<file path="src/hw/rtl/stq_pkg.sv">
// Shared types and constants for the sorted timer expiry queue.
`default_nettype none

package stq_pkg;

  // Fixed field widths of the request and result words
  localparam int NUM_IDS = 16;
  localparam int ID_W    = 4;
  localparam int DELAY_W = 32;

  // Request type codes
  localparam logic REQ_ARM  = 1'b0;
  localparam logic REQ_TICK = 1'b1;

  // Request word
  typedef struct packed {
    logic               req_type;
    logic [ID_W-1:0]    timer_id;
    logic [DELAY_W-1:0] defer_ticks;
  } stq_in_t;

  // Result word
  typedef struct packed {
    logic            add_status;
    logic            expired_valid;
    logic [ID_W-1:0] expired_id;
    logic            last;
  } stq_out_t;

  // Controller states
  typedef enum logic [5:0] {
    ST_IDLE   = 6'b000001,
    ST_EVAL   = 6'b000010,
    ST_REBASE = 6'b000100,
    ST_INCR   = 6'b001000,
    ST_INSERT = 6'b010000,
    ST_DRAIN  = 6'b100000
  } stq_state_t;

  // Controller to datapath commands
  typedef struct packed {
    logic capture;
    logic calc_exp;
    logic rebase;
    logic tick_inc;
    logic insert;
    logic pop;
    logic out_arm;
    logic out_refused;
    logic out_none;
  } stq_cmd_t;

  // Datapath to controller status
  typedef struct packed {
    logic req_tick;
    logic refused;
    logic wrap;
    logic tick_max;
    logic head_due;
    logic next_due;
  } stq_sts_t;

endpackage

`default_nettype wire

</file>
<file path="src/hw/rtl/sorted_timer_expiry_queue_core.sv">
// Top level of the sorted timer expiry queue: controller plus datapath.
//
//   channel  | handshake          | word
//   ---------+--------------------+---------------------------------------------
//   request  | start / busy       | in_req  (req_type, timer_id, defer_ticks)
//   result   | out_valid (strobe) | out_res (add_status, expired_valid, id, last)
//
// A request is taken when start is high and busy is low; busy then stays high
// until the last result is registered. An arm passes EVAL and INSERT, with
// REBASE between on a wrap; a refused arm ends in EVAL. A tick passes EVAL,
// REBASE and INCR on a rebase, then DRAIN until none is due. The cell chain
// drains one expiry per cycle from its head; a rebase updates all cells at once.
// Reset (synchronous, rst_n low) empties the queue, clears the armed flags and
// the tick count. Results are strobed for one cycle; the receiver cannot stall.
`default_nettype none

module sorted_timer_expiry_queue_core import stq_pkg::*; #(
  parameter int NUM_TIMERS = 16,
  parameter int TICK_BITS  = 32
) (
  input  logic     clk,
  input  logic     rst_n,
  input  logic     start,
  output logic     busy,
  input  stq_in_t  in_req,
  output logic     out_valid,
  output stq_out_t out_res
);

  stq_cmd_t cmd;
  stq_sts_t sts;

  stq_ctrl u_ctrl (
    .clk   (clk),
    .rst_n (rst_n),
    .start (start),
    .sts   (sts),
    .cmd   (cmd),
    .busy  (busy)
  );

  stq_dp #(
    .NUM_TIMERS (NUM_TIMERS),
    .TICK_BITS  (TICK_BITS)
  ) u_dp (
    .clk       (clk),
    .rst_n     (rst_n),
    .in_req    (in_req),
    .cmd       (cmd),
    .sts       (sts),
    .out_valid (out_valid),
    .out_res   (out_res)
  );

  // An accepted word keeps the block busy in the next cycle
  a_accept_busy: assert property (@(posedge clk) disable iff (!rst_n)
    (start && !busy) |=> busy)
    else $error("block not busy after accepting a word");

  // A refused arm is a single final word with no expiry
  a_refused_last: assert property (@(posedge clk) disable iff (!rst_n)
    (out_valid && out_res.add_status) |-> (out_res.last && !out_res.expired_valid))
    else $error("refused arm result malformed");

  // Expiries drain back to back until the one marked last
  a_drain_cont: assert property (@(posedge clk) disable iff (!rst_n)
    (out_valid && !out_res.last) |=> (out_valid && out_res.expired_valid))
    else $error("expiry burst broken before last");

  // Insert and pop never share a cycle
  a_cmd_excl: assert property (@(posedge clk) disable iff (!rst_n)
    !(cmd.insert && cmd.pop))
    else $error("insert and pop issued together");

endmodule

`default_nettype wire

</file>
<file path="src/hw/rtl/stq_ctrl.sv">
// Controller state machine of the sorted timer expiry queue.
`default_nettype none

module stq_ctrl import stq_pkg::*; (
  input  logic     clk,
  input  logic     rst_n,
  input  logic     start,
  input  stq_sts_t sts,
  output stq_cmd_t cmd,
  output logic     busy
);

  stq_state_t state_r, state_nxt;

  // State register
  always_ff @(posedge clk) begin
    if (!rst_n) begin
      state_r <= ST_IDLE;
    end else begin
      state_r <= state_nxt;
    end
  end

  // Next state and command decode
  always_comb begin
    cmd       = '0;
    state_nxt = state_r;
    unique case (state_r)
      ST_IDLE: begin
        if (start) begin
          cmd.capture = 1'b1;
          state_nxt   = ST_EVAL;
        end
      end
      ST_EVAL: begin
        if (sts.req_tick) begin
          if (sts.tick_max) begin
            state_nxt = ST_REBASE;
          end else begin
            cmd.tick_inc = 1'b1;
            state_nxt    = ST_DRAIN;
          end
        end else if (sts.refused) begin
          cmd.out_refused = 1'b1;
          state_nxt       = ST_IDLE;
        end else begin
          cmd.calc_exp = 1'b1;
          state_nxt    = sts.wrap ? ST_REBASE : ST_INSERT;
        end
      end
      ST_REBASE: begin
        cmd.rebase = 1'b1;
        state_nxt  = sts.req_tick ? ST_INCR : ST_INSERT;
      end
      ST_INCR: begin
        cmd.tick_inc = 1'b1;
        state_nxt    = ST_DRAIN;
      end
      ST_INSERT: begin
        cmd.insert  = 1'b1;
        cmd.out_arm = 1'b1;
        state_nxt   = ST_IDLE;
      end
      ST_DRAIN: begin
        // only the first drain cycle can find the head not due
        if (sts.head_due) begin
          cmd.pop = 1'b1;
          if (!sts.next_due) begin
            state_nxt = ST_IDLE;
          end
        end else begin
          cmd.out_none = 1'b1;
          state_nxt    = ST_IDLE;
        end
      end
      default: begin
        state_nxt = ST_IDLE;
      end
    endcase
  end

  assign busy = (state_r != ST_IDLE);

endmodule

`default_nettype wire

</file>
<file path="src/hw/rtl/stq_chain.sv">
// Sorted cell chain holding queued expiries and timer ids.
`default_nettype none

module stq_chain import stq_pkg::*; #(
  parameter int NUM_TIMERS = 16,
  parameter int TICK_BITS  = 32,
  parameter int OCC_W      = 5
) (
  input  logic                 clk,
  input  logic                 rst_n,
  input  logic [TICK_BITS-1:0] tick,
  input  logic [TICK_BITS-1:0] exp_new,
  input  logic [ID_W-1:0]      id_new,
  input  logic                 insert,
  input  logic                 rebase,
  input  logic                 pop,
  output logic [OCC_W-1:0]     occ,
  output logic [ID_W-1:0]      head_id,
  output logic                 head_due,
  output logic                 next_due
);

  logic [TICK_BITS-1:0] exp_q  [NUM_TIMERS];
  logic [ID_W-1:0]      id_q   [NUM_TIMERS];
  logic [TICK_BITS-1:0] up_exp [NUM_TIMERS];
  logic [ID_W-1:0]      up_id  [NUM_TIMERS];
  logic [TICK_BITS-1:0] dn_exp [NUM_TIMERS];
  logic [ID_W-1:0]      dn_id  [NUM_TIMERS];
  logic [NUM_TIMERS-1:0] live, le, ins_here;
  logic [OCC_W-1:0]     occ_r;

  // Per-cell compare against the new expiry and neighbor selection
  always_comb begin
    for (int i = 0; i < NUM_TIMERS; i++) begin
      live[i] = (int'(occ_r) > i);
      le[i]   = live[i] && (exp_q[i] <= exp_new);
    end
    ins_here[0] = 1'b1;
    up_exp[0]   = exp_new;
    up_id[0]    = id_new;
    for (int i = 1; i < NUM_TIMERS; i++) begin
      ins_here[i] = le[i-1];
      up_exp[i]   = exp_q[i-1];
      up_id[i]    = id_q[i-1];
    end
    for (int i = 0; i < NUM_TIMERS - 1; i++) begin
      dn_exp[i] = exp_q[i+1];
      dn_id[i]  = id_q[i+1];
    end
    dn_exp[NUM_TIMERS-1] = exp_q[NUM_TIMERS-1];
    dn_id[NUM_TIMERS-1]  = id_q[NUM_TIMERS-1];
  end

  // Cells: insert after all equal-or-earlier entries, rebase, or shift to head
  always_ff @(posedge clk) begin
    for (int i = 0; i < NUM_TIMERS; i++) begin
      if (insert) begin
        if (!le[i]) begin
          if (ins_here[i]) begin
            exp_q[i] <= exp_new;
            id_q[i]  <= id_new;
          end else begin
            exp_q[i] <= up_exp[i];
            id_q[i]  <= up_id[i];
          end
        end
      end else if (rebase) begin
        exp_q[i] <= exp_q[i] - tick;
      end else if (pop) begin
        exp_q[i] <= dn_exp[i];
        id_q[i]  <= dn_id[i];
      end
    end
  end

  // Fill count
  always_ff @(posedge clk) begin
    if (!rst_n) begin
      occ_r <= '0;
    end else if (insert) begin
      occ_r <= occ_r + OCC_W'(1);
    end else if (pop) begin
      occ_r <= occ_r - OCC_W'(1);
    end
  end

  assign occ      = occ_r;
  assign head_id  = id_q[0];
  assign head_due = live[0] && (exp_q[0] <= tick);
  assign next_due = live[1] && (exp_q[1] <= tick);

endmodule

`default_nettype wire

</file>
<file path="src/hw/rtl/stq_dp.sv">
// Datapath: request capture, tick counter, armed flags, cell chain, result register.
`default_nettype none

module stq_dp import stq_pkg::*; #(
  parameter int NUM_TIMERS = 16,
  parameter int TICK_BITS  = 32
) (
  input  logic     clk,
  input  logic     rst_n,
  input  stq_in_t  in_req,
  input  stq_cmd_t cmd,
  output stq_sts_t sts,
  output logic     out_valid,
  output stq_out_t out_res
);

  localparam int OCC_W = $clog2(NUM_TIMERS + 1);

  stq_in_t              req_r;
  logic [TICK_BITS-1:0] tick_r;
  logic [TICK_BITS-1:0] exp_r;
  logic [TICK_BITS-1:0] dsat;
  logic [TICK_BITS:0]   sum;
  logic [NUM_IDS-1:0]   armed_r;
  logic [OCC_W-1:0]     occ;
  logic [ID_W-1:0]      head_id;
  logic                 head_due, next_due;
  logic                 out_valid_r;
  stq_out_t             out_r;

  // Request capture
  always_ff @(posedge clk) begin
    if (cmd.capture) begin
      req_r <= in_req;
    end
  end

  // Delay saturated to the counter width
  generate
    if (TICK_BITS < DELAY_W) begin : g_sat
      assign dsat = (|req_r.defer_ticks[DELAY_W-1:TICK_BITS]) ? '1
                                                             : req_r.defer_ticks[TICK_BITS-1:0];
    end else begin : g_ext
      assign dsat = TICK_BITS'(req_r.defer_ticks);
    end
  endgenerate

  assign sum = {1'b0, tick_r} + {1'b0, dsat};

  // Tick counter
  always_ff @(posedge clk) begin
    if (!rst_n) begin
      tick_r <= '0;
    end else if (cmd.rebase) begin
      tick_r <= '0;
    end else if (cmd.tick_inc) begin
      tick_r <= tick_r + TICK_BITS'(1);
    end
  end

  // New expiry; on a wrap the rebased expiry is the delay itself
  always_ff @(posedge clk) begin
    if (cmd.calc_exp) begin
      exp_r <= sum[TICK_BITS] ? dsat : sum[TICK_BITS-1:0];
    end
  end

  // Armed flags per id
  always_ff @(posedge clk) begin
    if (!rst_n) begin
      armed_r <= '0;
    end else if (cmd.insert) begin
      armed_r[req_r.timer_id] <= 1'b1;
    end else if (cmd.pop) begin
      armed_r[head_id] <= 1'b0;
    end
  end

  stq_chain #(
    .NUM_TIMERS (NUM_TIMERS),
    .TICK_BITS  (TICK_BITS),
    .OCC_W      (OCC_W)
  ) u_chain (
    .clk      (clk),
    .rst_n    (rst_n),
    .tick     (tick_r),
    .exp_new  (exp_r),
    .id_new   (req_r.timer_id),
    .insert   (cmd.insert),
    .rebase   (cmd.rebase),
    .pop      (cmd.pop),
    .occ      (occ),
    .head_id  (head_id),
    .head_due (head_due),
    .next_due (next_due)
  );

  // Status to the controller
  always_comb begin
    sts.req_tick = (req_r.req_type == REQ_TICK);
    sts.refused  = (int'(req_r.timer_id) >= NUM_TIMERS) || armed_r[req_r.timer_id] ||
                   (int'(occ) >= NUM_TIMERS);
    sts.wrap     = sum[TICK_BITS];
    sts.tick_max = &tick_r;
    sts.head_due = head_due;
    sts.next_due = next_due;
  end

  // Result register
  always_ff @(posedge clk) begin
    if (!rst_n) begin
      out_valid_r <= 1'b0;
    end else begin
      out_valid_r <= cmd.out_arm | cmd.out_refused | cmd.out_none | cmd.pop;
    end
  end

  always_ff @(posedge clk) begin
    if (cmd.pop) begin
      out_r <= '{add_status: 1'b0, expired_valid: 1'b1, expired_id: head_id,
                 last: !next_due};
    end else if (cmd.out_refused) begin
      out_r <= '{add_status: 1'b1, expired_valid: 1'b0, expired_id: '0, last: 1'b1};
    end else if (cmd.out_arm | cmd.out_none) begin
      out_r <= '{add_status: 1'b0, expired_valid: 1'b0, expired_id: '0, last: 1'b1};
    end
  end

  assign out_valid = out_valid_r;
  assign out_res   = out_r;

endmodule

`default_nettype wire
</file>
<file path="config.mk">
export PLATFORM = sky130hd
export DESIGN_NAME = sorted_timer_expiry_queue_core
export DESIGN_NICKNAME = d
export VERILOG_FILES = /design/src/hw/rtl/stq_pkg.sv /design/src/hw/rtl/sorted_timer_expiry_queue_core.sv /design/src/hw/rtl/stq_ctrl.sv /design/src/hw/rtl/stq_chain.sv /design/src/hw/rtl/stq_dp.sv
export SDC_FILE = /design/constraint.sdc
export NUM_CORES = 2
export LEC_CHECK = 0
export BUFFER_PORTS_ARGS = -buffer_cell sky130_fd_sc_hd__buf_2
export CORE_MARGIN = 2
export CORE_UTILIZATION = 35
export CTS_BUF_LIST = sky130_fd_sc_hd__clkbuf_4
export CTS_CLUSTER_SIZE = 20
export DETAILED_ROUTE_END_ITERATION = 16
export GPL_ROUTABILITY_DRIVEN = 0
export PLACE_DENSITY_LB_ADDON = 0.1
export SYNTH_ARGS = -nofsm -noshare
export SYNTH_HDL_FRONTEND = slang
export SYNTH_SLANG_ARGS = --single-unit
</file>
<file path="constraint.sdc">
create_clock -name clk -period 5.4 [get_ports clk]
set_clock_uncertainty 0.2 [all_clocks]
set_input_delay 0.27 -clock clk [delete_from_list [all_inputs] [get_ports clk]]
set_output_delay 0.27 -clock clk [all_outputs]
set_load 0.005 [all_outputs]
</file>
==> metrics.cfg <==
[sta]
finalSetupTns_ns=0
rsz0062_at_grt=no
slew_headroom_pct=20.7
setup_viol=0
layout_setup_ws_ns=0.314
worst_pin_slew_ns=1.18
drv_slew=0
hold_violations=0
clock.fmax_mhz=197
timing.final.crit_share_pct=94.2
hold_slack_ns=0.163
layout_min_cycle_time_ns=5.09

[final_layout]
fill_cells=21700
final_nets=10200
fin_cells=12200
multiInputGateArea_um2=52800
drive_gt1_share_pct=10.8
seq_area_um2=20800
syn2layout_area_growth_pct=13.3
utilization_pct=40.0

[global_routing]
overflow=0
grtUsageTotal_pct=27.0
grt_max_degree=163
grt_pass1_vias=71300
antenna_found_initial=15
grt_pass1_wl_um=451000

[place]
place_ws_ns=0.387
dp.cells=11600
place_hpwl_um=241000
place.port_buffers=48

[drt]
routed.top_layer=met4
via_per_inst=5.90
dr_total_vias=71700
drc_errors=0
wl_per_cell_um=25.3
drt-met1-wl_um=137000
drtIter0Drc=5627
wl_met2_um=139000
wl_met3_um=18700
ant_nets=0
wirelength_um=308000
first_pass_iters=6

[yosys]
synth-edff-count=650
synth_area_um2=75800
synth_ff_type=edfxtp_1
synth-async-reset-ratio_pct=0
postSynthCellCount=8734
yosys_warnings=0
post_synth.cell_area_avg_um2=8.68
yosysSeqAreaShare_pct=27.4
synth_seq_cells=712
synth_fp_nets=9839
synthDistinctLibCells=103

[die]
fp.dieArea_um2=220000
io_pins=49
fp.dieH_um=469
start_util_pct=35.3
core_um2=215000
fp-row-count=170
die_w_um=469

[job]
maxCapViolations=0

[worst_setup_path]
critPathLaunchType=flip-flop
arrival_ns=6.09
cp.required_ns=6.40
cp_max_fo=138
worst-setup-path-type=reg2reg
crit_path_end_kind=flip-flop

[clock_tree]
cts_buffers=233
clkSlewWorstSetupHoldPaths_ns=0.07
clock_latency_ns=1.37
cts_hold_buf=117
cts_buffer_depth=3
post_cts_buffers=0
cts_sinks=712
cts-root-buf=clkbuf_4
cts_tree=built
cts.repair.resized=0
htree_levels=4

[outcome]
status=finished clean

[pwr]
p_per_area_nw_per_um2=149
p_leak_uw=0.0342
ir_drop_v=0.000178

[worst_hold_path]
hold_path.class=in2reg

-- through the flow --
stage | power (uW) | area (um^2)
after floorplan | 6490 | 75800
final | 12800 | 85800
after global routing | 13300 | 85800
after global placement | 6680 | 81600
after detailed placement | 6690 | 81600
after CTS | 13000 | 85800
-- cells in the mapped netlist, types with 157 or more instances --
cell	count	area, um^2
a21o_1	392	2940
a21oi_1	981	4910
clkbuf_1	231	867
edfxtp_1	650	19500
ha_1	1048	13100
inv_1	195	732
mux2i_1	372	3720
nand2_1	795	2980
nand4_1	157	982
nor2_1	603	2260
o21ai_0	736	3680
xnor2_1	288	2520
-- registers in the layout (all words and copies together), names as in the netlist, 4 cells and up --
| signal | cells |
|---|---|
| u_dp.u_chain.exp_q | 512 |
| u_dp.req_r | 4 |
| u_dp.u_chain.id_q | 64 |
| u_dp.armed_r | 16 |
| u_dp.exp_r | 32 |
| u_dp.out_res | 7 |
| u_dp.tick_r | 32 |
| u_dp.u_chain.occ | 5 |
| u_dp.dsat | 32 |
| u_ctrl.state_r | 6 |
-- path summary, 6_finish.rpt --
check / slack (ns) / cells past startpoint / from / endpoint
worst max-delay path: 0.31 / 13 / u_dp.tick_r[2] / u_dp.armed_r[14]
worst min-delay path: 0.16 / 3 / start / u_dp.dsat[27]
worst max register to register: 0.31 / 13 / u_dp.tick_r[2] / u_dp.armed_r[14]
worst min register to register: 0.25 / 2 / u_dp.out_res[5] / u_dp.out_res[5]
-- critical path, cell delays in order, from the launching register on --
cell and delay (ns):
dfxtp_1 0.35, inv_1 0.66, ha_1 0.41, nor2b_1 0.17
o31a_1 0.29, o31ai_2 0.30, a21oi_1 0.23, o31a_1 0.45
a311oi_4 0.33, buf_4 0.27, buf_12 0.35, and2_1 0.27
nor2b_1 0.29, a31oi_1 0.12
-- cell usage in the layout, fill, tap and decap left out, drive strengths merged, types with 138 or more instances in the layout --
cell / Yosys / final
edfxtp: 650 / 650
inv: 195 / 202
buf: 160 / 422
a21oi: 981 / 981
xnor2: 288 / 288
mux2i: 372 / 372
a21o: 394 / 394
nand2: 797 / 797
nand3: 138 / 138
clkbuf: 232 / 370
nand4: 157 / 157
xor2: 153 / 153
o21ai: 754 / 754
a211oi: 147 / 147
ha: 1048 / 1048
nor2: 604 / 604
-- kinds of logic after synthesis --
logic type               after synthesis  synth area share, %
flip-flops                           712                 27.4
adder cells (fa/ha/maj)             1065                 17.8
multiplexers                         468                 6.47
buffers and inverters                592                 3.21
AO/OA/AOI/OAI                       3090                 25.3
XOR/XNOR                             441                 5.10
AND/OR/NAND/NOR                     2366                 14.8
-- cell type report --
type                            instances  area share, %
Timing Repair Buffer                  539           5.73
Multi-Input combinational cell       7430           61.5
Sequential cell                       712           24.2
Antenna cell                           14         0.0408
Clock buffer                          370           3.24
Clock inverter                         50          0.332
Inverter                              200          0.875
Tap cell                             2838           4.14
-- metal layers --
metal / up-vias / track usage, %
li1: 34100 / -
met4: 0 / 11.0
met3: 541 / 3.78
met5: - / 0
met1: 34700 / 36.0
met2: 2366 / 43.9
-- report_power, final --
group	switching, uW	leakage, uW	internal, uW	total, uW
combinational	339	0.0260	270	609
clock	3010	0.00184	3170	6190
sequential	31.1	0.00636	6000	6040
Power figures use the tool's default switching activity.
